[src/design/olt_pkg.sv]
// ----------------------------------------------------------------------------
// olt_pkg
// Shared widths, command and status codes, and the cell control types for
// the ordered list table.
// ----------------------------------------------------------------------------
package olt_pkg;

	localparam int DEPTH = 32;
	localparam int LEN_W = $clog2(DEPTH + 1);
	localparam int IDX_W = (DEPTH > 1) ? $clog2(DEPTH) : 1;
	localparam int POS_W = 6;
	localparam int VAL_W = 32;
	localparam int CMD_W = 3;
	localparam int ST_W  = 3;
	localparam int ANS_W = 7;
	localparam int CMP_W = (LEN_W > POS_W) ? LEN_W : POS_W;

	localparam logic [CMD_W-1:0] CMD_ADD   = 3'd0;
	localparam logic [CMD_W-1:0] CMD_DEL   = 3'd1;
	localparam logic [CMD_W-1:0] CMD_FIND  = 3'd2;
	localparam logic [CMD_W-1:0] CMD_COUNT = 3'd3;
	localparam logic [CMD_W-1:0] CMD_LIST  = 3'd4;

	localparam logic [ST_W-1:0] ST_OK       = 3'd0;
	localparam logic [ST_W-1:0] ST_INVALID  = 3'd1;
	localparam logic [ST_W-1:0] ST_NOTFOUND = 3'd2;
	localparam logic [ST_W-1:0] ST_FULL     = 3'd3;
	localparam logic [ST_W-1:0] ST_EMPTY    = 3'd4;

	typedef enum logic [1:0] {
		CELL_HOLD,
		CELL_SHIFT,
		CELL_ROTATE
	} cell_op_t;

	typedef struct packed {
		cell_op_t           op;
		logic [VAL_W-1:0]   key;
	} cell_ctl_t;

endpackage

[src/design/olt_cell.sv]
// ----------------------------------------------------------------------------
// olt_cell
// One list entry: holds its value, compares it against the broadcast key,
// and takes its right neighbor's value on a delete shift or list rotation.
// ----------------------------------------------------------------------------
module olt_cell import olt_pkg::*; (
	input  logic             clk,
	input  logic             arst_n,
	input  cell_ctl_t        ctl,
	input  logic             wr,
	input  logic             occ,
	input  logic             tail,
	input  logic             hit_in,
	input  logic [VAL_W-1:0] next_val,
	input  logic [VAL_W-1:0] head_val,
	output logic [VAL_W-1:0] entry,
	output logic             match,
	output logic             hit_out,
	output logic             first
);

	logic [VAL_W-1:0] entry_q;
	logic             match_q;

	always_ff @(posedge clk or negedge arst_n) begin
		if (!arst_n) begin
			match_q <= 1'b0;
		end else begin
			match_q <= occ && (entry_q == ctl.key);
		end
	end

	always_ff @(posedge clk) begin
		if (wr) begin
			entry_q <= ctl.key;
		end else begin
			case (ctl.op)
				CELL_SHIFT: begin
					// this cell is at or past the first match: close the gap
					if (hit_out)
						entry_q <= next_val;
				end
				CELL_ROTATE: begin
					entry_q <= tail ? head_val : next_val;
				end
				default: ;
			endcase
		end
	end

	assign entry   = entry_q;
	assign match   = match_q;
	assign hit_out = hit_in | match_q;
	assign first   = match_q & ~hit_in;

endmodule

[src/design/ordered_list_table_unit.sv]
// ----------------------------------------------------------------------------
// ordered_list_table_unit
// Ordered list of signed values kept in a row of compare/shift cells.
// ----------------------------------------------------------------------------
// Usage:
//   A command transaction (cmd, position, value) is taken at a rising edge
//   with start high and busy low. Results come out on status, answer,
//   item_value and last, each valid for exactly one cycle while valid is high.
//   The receiver cannot stall; every result is taken in its cycle.
// Timing:
//   Cycle after accept: all cells compare against the key in parallel and
//   register their match flags. Next cycle: first-match, match count and the
//   add/delete update are resolved, and the single result is registered.
//   busy is low in that execute cycle, so add, delete, find and count can
//   take a new command while the previous one resolves.
//   List rotates the cell row once per entry and emits one entry per cycle
//   from the head cell, staying busy throughout; it emits length results,
//   last set on the final one. An empty list gives one result like the
//   other commands. The row is back in order after length rotations.
//   Command codes 5 to 7 are accepted and give no result.
// Reset:
//   arst_n clears length to zero and returns to idle; entry storage is not
//   cleared, only entries below length are ever read.
// ----------------------------------------------------------------------------
module ordered_list_table_unit import olt_pkg::*; (
	input  logic                    clk,
	input  logic                    arst_n,
	input  logic                    start,
	output logic                    busy,
	input  logic [CMD_W-1:0]        cmd,
	input  logic [POS_W-1:0]        position,
	input  logic signed [VAL_W-1:0] value,
	output logic                    valid,
	output logic [ST_W-1:0]         status,
	output logic signed [ANS_W-1:0] answer,
	output logic signed [VAL_W-1:0] item_value,
	output logic                    last
);

	typedef enum logic [1:0] {
		S_IDLE,
		S_CMP,
		S_EXEC,
		S_LIST
	} state_t;

	state_t           state_q;
	logic [CMD_W-1:0] cmd_q;
	logic [POS_W-1:0] pos_q;
	logic [VAL_W-1:0] key_q;
	logic [LEN_W-1:0] len_q;
	logic [LEN_W-1:0] cnt_q;
	logic             valid_q;
	logic [ST_W-1:0]  status_q;
	logic [ANS_W-1:0] answer_q;
	logic [VAL_W-1:0] item_q;
	logic             last_q;

	cell_ctl_t        ctl;
	logic [DEPTH-1:0] wr;
	logic [DEPTH-1:0] occ;
	logic [DEPTH-1:0] tail;
	logic [DEPTH-1:0] match;
	logic [DEPTH-1:0] first;
	logic [DEPTH:0]   hit;
	logic [VAL_W-1:0] entry [DEPTH];

	logic [CMP_W-1:0] pos_ext;
	logic [CMP_W-1:0] len_ext;
	logic [IDX_W-1:0] first_idx;
	logic [LEN_W-1:0] match_cnt;
	logic             add_wr;
	logic             to_list;
	logic             accept;
	logic             list_end;

	logic             res_v;
	logic [ST_W-1:0]  res_st;
	logic [ANS_W-1:0] res_ans;
	logic [LEN_W-1:0] len_d;

	assign pos_ext   = CMP_W'(pos_q);
	assign len_ext   = CMP_W'(len_q);
	assign match_cnt = LEN_W'($countones(match));
	assign list_end  = (LEN_W'(cnt_q + 1'b1) == len_q);
	assign hit[0]    = 1'b0;

	always_comb begin
		first_idx = '0;
		for (int i = 0; i < DEPTH; i++) begin
			if (first[i])
				first_idx = first_idx | IDX_W'(i);
		end
	end

	genvar g;
	generate
		for (g = 0; g < DEPTH; g++) begin : g_cell
			logic [VAL_W-1:0] nbr;

			assign wr[g]   = add_wr && (pos_ext == CMP_W'(g));
			assign occ[g]  = (LEN_W'(g) < len_q);
			assign tail[g] = (LEN_W'(g + 1) == len_q);
			assign nbr     = (g == DEPTH - 1) ? entry[g] : entry[(g + 1) % DEPTH];

			olt_cell u_cell (
				.clk      (clk),
				.arst_n   (arst_n),
				.ctl      (ctl),
				.wr       (wr[g]),
				.occ      (occ[g]),
				.tail     (tail[g]),
				.hit_in   (hit[g]),
				.next_val (nbr),
				.head_val (entry[0]),
				.entry    (entry[g]),
				.match    (match[g]),
				.hit_out  (hit[g+1]),
				.first    (first[g])
			);
		end
	endgenerate

	// command resolution in the execute cycle, and row rotation while listing
	always_comb begin
		ctl.op  = CELL_HOLD;
		ctl.key = key_q;
		add_wr  = 1'b0;
		to_list = 1'b0;
		res_v   = 1'b0;
		res_st  = ST_OK;
		res_ans = '0;
		len_d   = len_q;
		if (state_q == S_LIST) begin
			ctl.op = CELL_ROTATE;
		end else if (state_q == S_EXEC) begin
			case (cmd_q)
				CMD_ADD: begin
					res_v = 1'b1;
					if (pos_ext > len_ext) begin
						res_st = ST_INVALID;
					end else if (pos_ext == len_ext && len_q == LEN_W'(DEPTH)) begin
						res_st = ST_FULL;
					end else begin
						add_wr = 1'b1;
						if (pos_ext == len_ext)
							len_d = LEN_W'(len_q + 1'b1);
					end
				end
				CMD_DEL: begin
					res_v = 1'b1;
					if (len_q == '0) begin
						res_st = ST_EMPTY;
					end else if (match == '0) begin
						res_st = ST_NOTFOUND;
					end else begin
						ctl.op = CELL_SHIFT;
						len_d  = LEN_W'(len_q - 1'b1);
					end
				end
				CMD_FIND: begin
					res_v   = 1'b1;
					res_ans = (match != '0) ? ANS_W'(first_idx) : '1;
				end
				CMD_COUNT: begin
					res_v   = 1'b1;
					res_ans = ANS_W'(match_cnt);
				end
				CMD_LIST: begin
					if (len_q == '0) begin
						res_v  = 1'b1;
						res_st = ST_EMPTY;
					end else begin
						to_list = 1'b1;
					end
				end
				default: ;
			endcase
		end
	end

	assign busy   = (state_q == S_CMP) || (state_q == S_LIST) || to_list;
	assign accept = start && !busy;

	always_ff @(posedge clk or negedge arst_n) begin
		if (!arst_n) begin
			state_q  <= S_IDLE;
			cmd_q    <= '0;
			pos_q    <= '0;
			key_q    <= '0;
			len_q    <= '0;
			cnt_q    <= '0;
			valid_q  <= 1'b0;
			status_q <= ST_OK;
			answer_q <= '0;
			item_q   <= '0;
			last_q   <= 1'b0;
		end else begin
			valid_q <= 1'b0;
			case (state_q)
				S_IDLE: ;
				S_CMP: begin
					state_q <= S_EXEC;
				end
				S_EXEC: begin
					len_q    <= len_d;
					cnt_q    <= '0;
					valid_q  <= res_v;
					status_q <= res_st;
					answer_q <= res_ans;
					item_q   <= '0;
					last_q   <= 1'b1;
					state_q  <= to_list ? S_LIST : S_IDLE;
				end
				S_LIST: begin
					valid_q  <= 1'b1;
					status_q <= ST_OK;
					answer_q <= '0;
					item_q   <= entry[0];
					last_q   <= list_end;
					cnt_q    <= LEN_W'(cnt_q + 1'b1);
					if (list_end)
						state_q <= S_IDLE;
				end
				default: begin
					state_q <= S_IDLE;
				end
			endcase
			if (accept) begin
				cmd_q   <= cmd;
				pos_q   <= position;
				key_q   <= value;
				state_q <= S_CMP;
			end
		end
	end

	assign valid      = valid_q;
	assign status     = status_q;
	assign answer     = answer_q;
	assign item_value = item_q;
	assign last       = last_q;

endmodule

[config.mk]
export PLATFORM = sky130hd
export DESIGN_NAME = ordered_list_table_unit
export DESIGN_NICKNAME = d
export VERILOG_FILES = /design/src/design/olt_pkg.sv /design/src/design/olt_cell.sv /design/src/design/ordered_list_table_unit.sv
export SDC_FILE = /design/constraint.sdc
export NUM_CORES = 2
export LEC_CHECK = 0
export CAP_MARGIN = 30
export CORE_UTILIZATION = 40
export DETAILED_ROUTE_END_ITERATION = 10
export DONT_BUFFER_PORTS = 1
export GPL_ROUTABILITY_DRIVEN = 0
export HOLD_SLACK_MARGIN = 0.12
export MAX_ROUTING_LAYER = met4
export PLACE_DENSITY_LB_ADDON = 0.08
export SKIP_CTS_REPAIR_TIMING = 1
export SYNTH_ARGS = -nofsm -noshare
export SYNTH_HDL_FRONTEND = slang
export SYNTH_SLANG_ARGS = --single-unit
[constraint.sdc]
create_clock -name clk -period 12.9 [get_ports clk]
set_input_delay 1.29 -clock clk [delete_from_list [all_inputs] [get_ports clk]]
set_output_delay 1.29 -clock clk [all_outputs]
set_load 0.03 [all_outputs]
Word-level counts from Yosys, hierarchy flattened. Cells that the tools add are included.

Bits in registers: 1155. Input port bits: 44. Word-level logic and storage cells: 903.

Add/sub/neg operators: 34. $lt $le $gt $ge: 33. Equal/unequal tests: 146. Multiplexer cells: 377. Bitwise logic cells: 93. Reduce and logical (&&, ||, !) cells: 145.

Operators with widths (number): $mux 32 (190); $pmux 32 s2 (32); $eq 32x32->1 (32); $mux 6 (28); $eq 5x6->1 const A (16); $eq 6x5->1 const B (16); $lt 5x6->1 const A (16); $reduce_bool 3->1 (32); $ne 3x1->1 const B (31); $mux 3 (29); $mux 5 (16); $logic_and 1x1->1 (66); $reduce_and 2->1 (31); $eq 4x6->1 const A (8); $eq 6x4->1 const B (8); $lt 4x6->1 const A (8); $mux 2 (22); $mux 7 (6); $mux 1 (36); $add 1x1->2 (16); $logic_not 32->1 (1); $mux 4 (8); $not 1->1 (32); $reduce_bool 32->1 (1); other kinds (44) (147).

Depth between registers and ports, before layout.
Depth after elaboration: 41. Mapped depth: 17. Mapped depth without buffers: 17.

Cells and area by module. A second synthesis with hierarchy kept.

Cell total of the unflattened synthesis: 6697. Area, all modules: 72769.8 um2.

By module, submodules not included: olt_cell (instances 32, cells each 190, area an instance 2080.7 um2, seq. area each 985.9 um2); ordered_list_table_unit (instances 1, cells each 617, area an instance 6185.9 um2, seq. area each 2477.4 um2).

Least setup slack after synthesis. Ideal clock, no wire load.

Kind: register -> register. Start point: register g_cell[23].u_cell.match_q. End point: register answer_q[0] (netlist: answer[0]). Data arrival time: 4777 ps. Data required time: 12768 ps. Setup slack: 7991 ps. Stages on the path, launching flop included: 17. Path buffers: 0. Period minus slack after synthesis: 4909 ps. Cells stage by stage: dfrtp_1 > inv_1 > fa_1 > fa_1 > inv_1 > fa_1 > inv_1 > fa_1 > fa_1 > fa_1 > inv_1 > ha_1 > a32oi_1 > o31ai_1 > or4_1 > nor3_1 > a22oi_1.

Cells in the longest elaborated chain, start to end: 19. Elaborated cells on any way between the ends: 40.

Ends and longest elaborated chain: from (decl) (line olt_cell.sv:23) `logic match_q;`; from (signal assigned) (line olt_cell.sv:29) `match_q <= occ && (entry_q == ctl.key);`; parallel branches: the longest is 12 deep, another holds $add 5x5->6; $pmux 7 s2 * (line ordered_list_table_unit.sv:137) `case (cmd_q)`; $mux 7 * (line ordered_list_table_unit.sv:136) `end else if (state_q == S_EXEC) begin`; $mux 7 * (line ordered_list_table_unit.sv:134) `if (state_q == S_LIST) begin`; $mux 7 * (line ordered_list_table_unit.sv:136); $mux 7 * (2 in series) (line ordered_list_table_unit.sv:134); $pmux 7 s2 * (line ordered_list_table_unit.sv:200) `case (state_q)`; to (signal assigned) (line ordered_list_table_unit.sv:210) `answer_q <= res_ans;`; to (decl) (line ordered_list_table_unit.sv:55) `logic [ANS_W-1:0] answer_q;`.

Mark *: on every way between the ends. The select of a mux whose other input is x is not followed. A chain may end at the register's enable or synchronous reset.

Worst setup path after layout. Same ends and word-level chain as after synthesis.

==> impl_metrics.csv <==
group,metric,value,unit
outcome,outcome,"finished, violations left",
outcome,violations,"DRC",
synth,syn-instance-count,5710,
synth,netlist_area,75800,um^2
clock_tree,path_clk_slew,0.05,ns
die,rows,159,
place,placed_cells,7888,
critical_path,startpoint,"g_cell[23].u_cell.match$_DFF_PN0_",
sta,rsz0062_at_grt,"false",
critical_path,r2r_setup_slack,7.59,ns
clock_tree,cts_buffer_depth,3,
detailed_routing,drt_pre_antenna_iters,9,
place,dp_hpwl,204000,um
detailed_routing,route.detailed.drc,38,
die,die_w,437,um
sta,totalNegativeSetupSlack,0,ns
clock_tree,cts_tree,"yes",
pwr,p_per_area,235,nW/um^2
synth,async_flop_share,0.113,
critical_path,path_max_fanout,5,
critical_path,crit_family,"adder cells",
sta,finalCritPeriodShare,0.411,
synth,synth_fp_nets,5803,
critical_path,crit_buf_inv,4,
clock_tree,cts-buffers-inserted,149,
layout,finish.instance_area,83200,um^2
sta,hold-worst-slack,0.176,ns
sta,maxSlewHeadroom,0.227,
synth,syn_avg_cell_area,13.3,um^2
detailed_routing,vias,49345,
pwr,ir_drop,0.195,mV
detailed_routing,ant_nets,0,
critical_path,r2r_cells,16,
layout,nFillCells,17265,
layout,regArea,34100,um^2
critical_path,critPathLaunchType,"flop",
layout,fin_nets,5640,
critical_path,critical_path_class,"reg -> reg",
detailed_routing,wl_per_cell,37.8,um
layout,syn_to_final_growth,9.88,%
clock_tree,cts-root-buf,"clkbuf_16",
critical_path,cp.depth,16,
pwr,power_leakage,29.1,nW
grt,grt_usage,0.328,
critical_path,critPathMaxStageDelay,0.54,ns
layout,mostFrequentLayoutCells,"1323 x mux2_2, 1024 x edfxtp_1, 636 x xor2_1, 527 x mux2_1, 404 x xnor2_1",
grt,grt-ovfl-total,0,
sta,timing_hold_violations_final,0,
layout,final_common_cell,"mux2_2",
die,initial_core_util,0.403,
hold_path,hold_class,"in -> async",
detailed_routing,wirelength,309000,um
synth,ys_seq_elements,1155,
critical_path,critPathCaptureType,"flop",
die,die_area,191000,um^2
synth,synth-edff-count,1024,
synth,ys.flop_type,"edfxtp_1",
layout,layout.cells.non_filler,8185,
critical_path,critical_path_arrival,5.99,ns
sta,min_period,5.31,ns
critical_path,cp_cell_sequence,"inv_1, fa_1, fa_1, inv_1, fa_1, inv_1, fa_1, fa_1, fa_1, inv_1, ha_1, a32oi_1, o31ai_1, or4_1, nor3_1, a22oi_1",
place,portBuffers,0,
sta,slew_viol_final,0,
place,place_ws,7.64,ns
sta,finalWorstSetupSlack,7.59,ns
grt,antenna_found_initial,34,
layout,multi_input_area,38800,um^2
clock_tree,insertion_delay,0.84,ns
sta,worst_pin_slew,1.16,ns
die,pin_count,89,
synth,ys_seq_area_frac,0.449,
grt,grt_pass1_vias,50032,
detailed_routing,vias_per_cell,6.03,
place,place_area,78300,um^2
die,core-area,188000,um^2
sta,clock.fmax,188,MHz
critical_path,cpMaxStageDelayCell,"fa_1",
grt,grt_pass1_wl,425000,um
critical_path,cp-endpoint,"answer[0]$_DFFE_PN0P_",
synth,ys_warn_count,0,
run,cap_violations,0,
critical_path,critical_path_required,13.58,ns
die,die_h,437,um
critical_path,cpMostUsedCell,"fa_1",
detailed_routing,drtIter0Drc,5710,
critical_path,r2r_end,"answer[0]$_DFFE_PN0P_",
clock_tree,cts.sinks,1155,
sta,setup_violations,0,
grt,grt_max_degree,132,
layout,drive_gt1_frac,0.363,
sta,finalClockSkew,0.0502,ns
synth,synth.distinct_cells,82,
critical_path,reg2reg_from,"g_cell[23].u_cell.match$_DFF_PN0_",
clock_tree,htreeDepth,4,
==> per-stage QoR <==
stage | power, mW | util
2_1_floorplan | 11.4 | -
3_3_place_gp | 15.2 | 0.415
3_5_place_dp | 15.2 | 0.417
4_1_cts | 19.5 | 0.442
5_1_grt | 20.1 | 0.443
6_report | 19.5 | 0.443
==> area by class of cell <==
| cell class | count | share of cell area |
|---|---|---|
| timing repair buffer | 250 | 0.0257 |
| multi-input combinational | 3935 | 0.466 |
| clock buffer | 225 | 0.0515 |
| clock inverter | 51 | 0.00637 |
| antenna | 18 | 0.000541 |
| sequential | 1155 | 0.410 |
| tap | 2495 | 0.0375 |
| inverter | 56 | 0.00253 |
==> worst min path at each step <==
stage / start / to / slack [ns] / depth (start not counted)
floorplan: cnt_q[4]$_DFFE_PN0P_ / cnt_q[4]$_DFFE_PN0P_ / 0.51 / 1
global placement: cnt_q[4]$_DFFE_PN0P_ / cnt_q[4]$_DFFE_PN0P_ / 0.53 / 1
detailed placement: cnt_q[4]$_DFFE_PN0P_ / cnt_q[4]$_DFFE_PN0P_ / 0.53 / 1
CTS: arst_n / item_value[29]$_DFFE_PN0P_ / 0.12 / 0
global route: arst_n / item_value[14]$_DFFE_PN0P_ / 0.14 / 0
finish: arst_n / item_value[14]$_DFFE_PN0P_ / 0.18 / 0
==> registers in the layout (all words and copies together), names as in the netlist, 2 cells and up <==
name and count:
cmd_q 3, pos_ext 6, item_value 32, key_q 32
cnt_q 6, len_ext 6, answer 7, state_q 2
g_cell.u_cell.entry 1024, g_cell.u_cell.match 32, status 3
==> kinds of logic after synthesis <==
logic type,after synthesis,synth area share
DFF,1155,0.449
muxes,2023,0.305
AOI/OAI and AO/OA,198,0.0217
xor gates and xnor gates,1041,0.121
adders and majority gates,49,0.0105
and+or+nand+nor,624,0.0508
buffers and inverters,620,0.0420
==> per-layer routing <==
layer | vias to the layer above | track usage | wire length [um]
met5 | - | - | 0
met3 | 453 | 0.0544 | 22100
met4 | 0 | 0.110 | 10700
met1 | 25988 | 0.438 | 134000
li1 | 20787 | - | -
met2 | 2117 | 0.504 | 142000
==> power breakdown <==
group	switching [mW]	leakage [nW]	internal (mW)	total (mW)
sequential	1.72	11.1	5.62	7.34
clock	1.77	2.34	2.46	4.23
combinational	5.12	15.6	2.85	7.97
==> synthesized netlist by cell type (all sizes together), types with 6 or more instances <==
cell type	count	area (um^2)
o21ai	61	636
nor3	44	283
ha	25	313
a2111oi	6	58.8
a31oi	7	43.8
buf	282	1910
nand4	127	795
a22o	35	307
nor4	224	1640
edfxtp	1024	30700
o2111ai	9	78.8
dfrtp	131	3280
nor2	51	216
fa	24	480
nor2b	9	58.8
xor2	636	5570
inv	56	210
mux2i	60	601
nand2	73	279
clkbuf	282	1060
xnor2	404	3540
nand3	66	335
mux2	1963	22500
a21oi	47	239
Note: power is estimated with default switching activity, not from simulation.
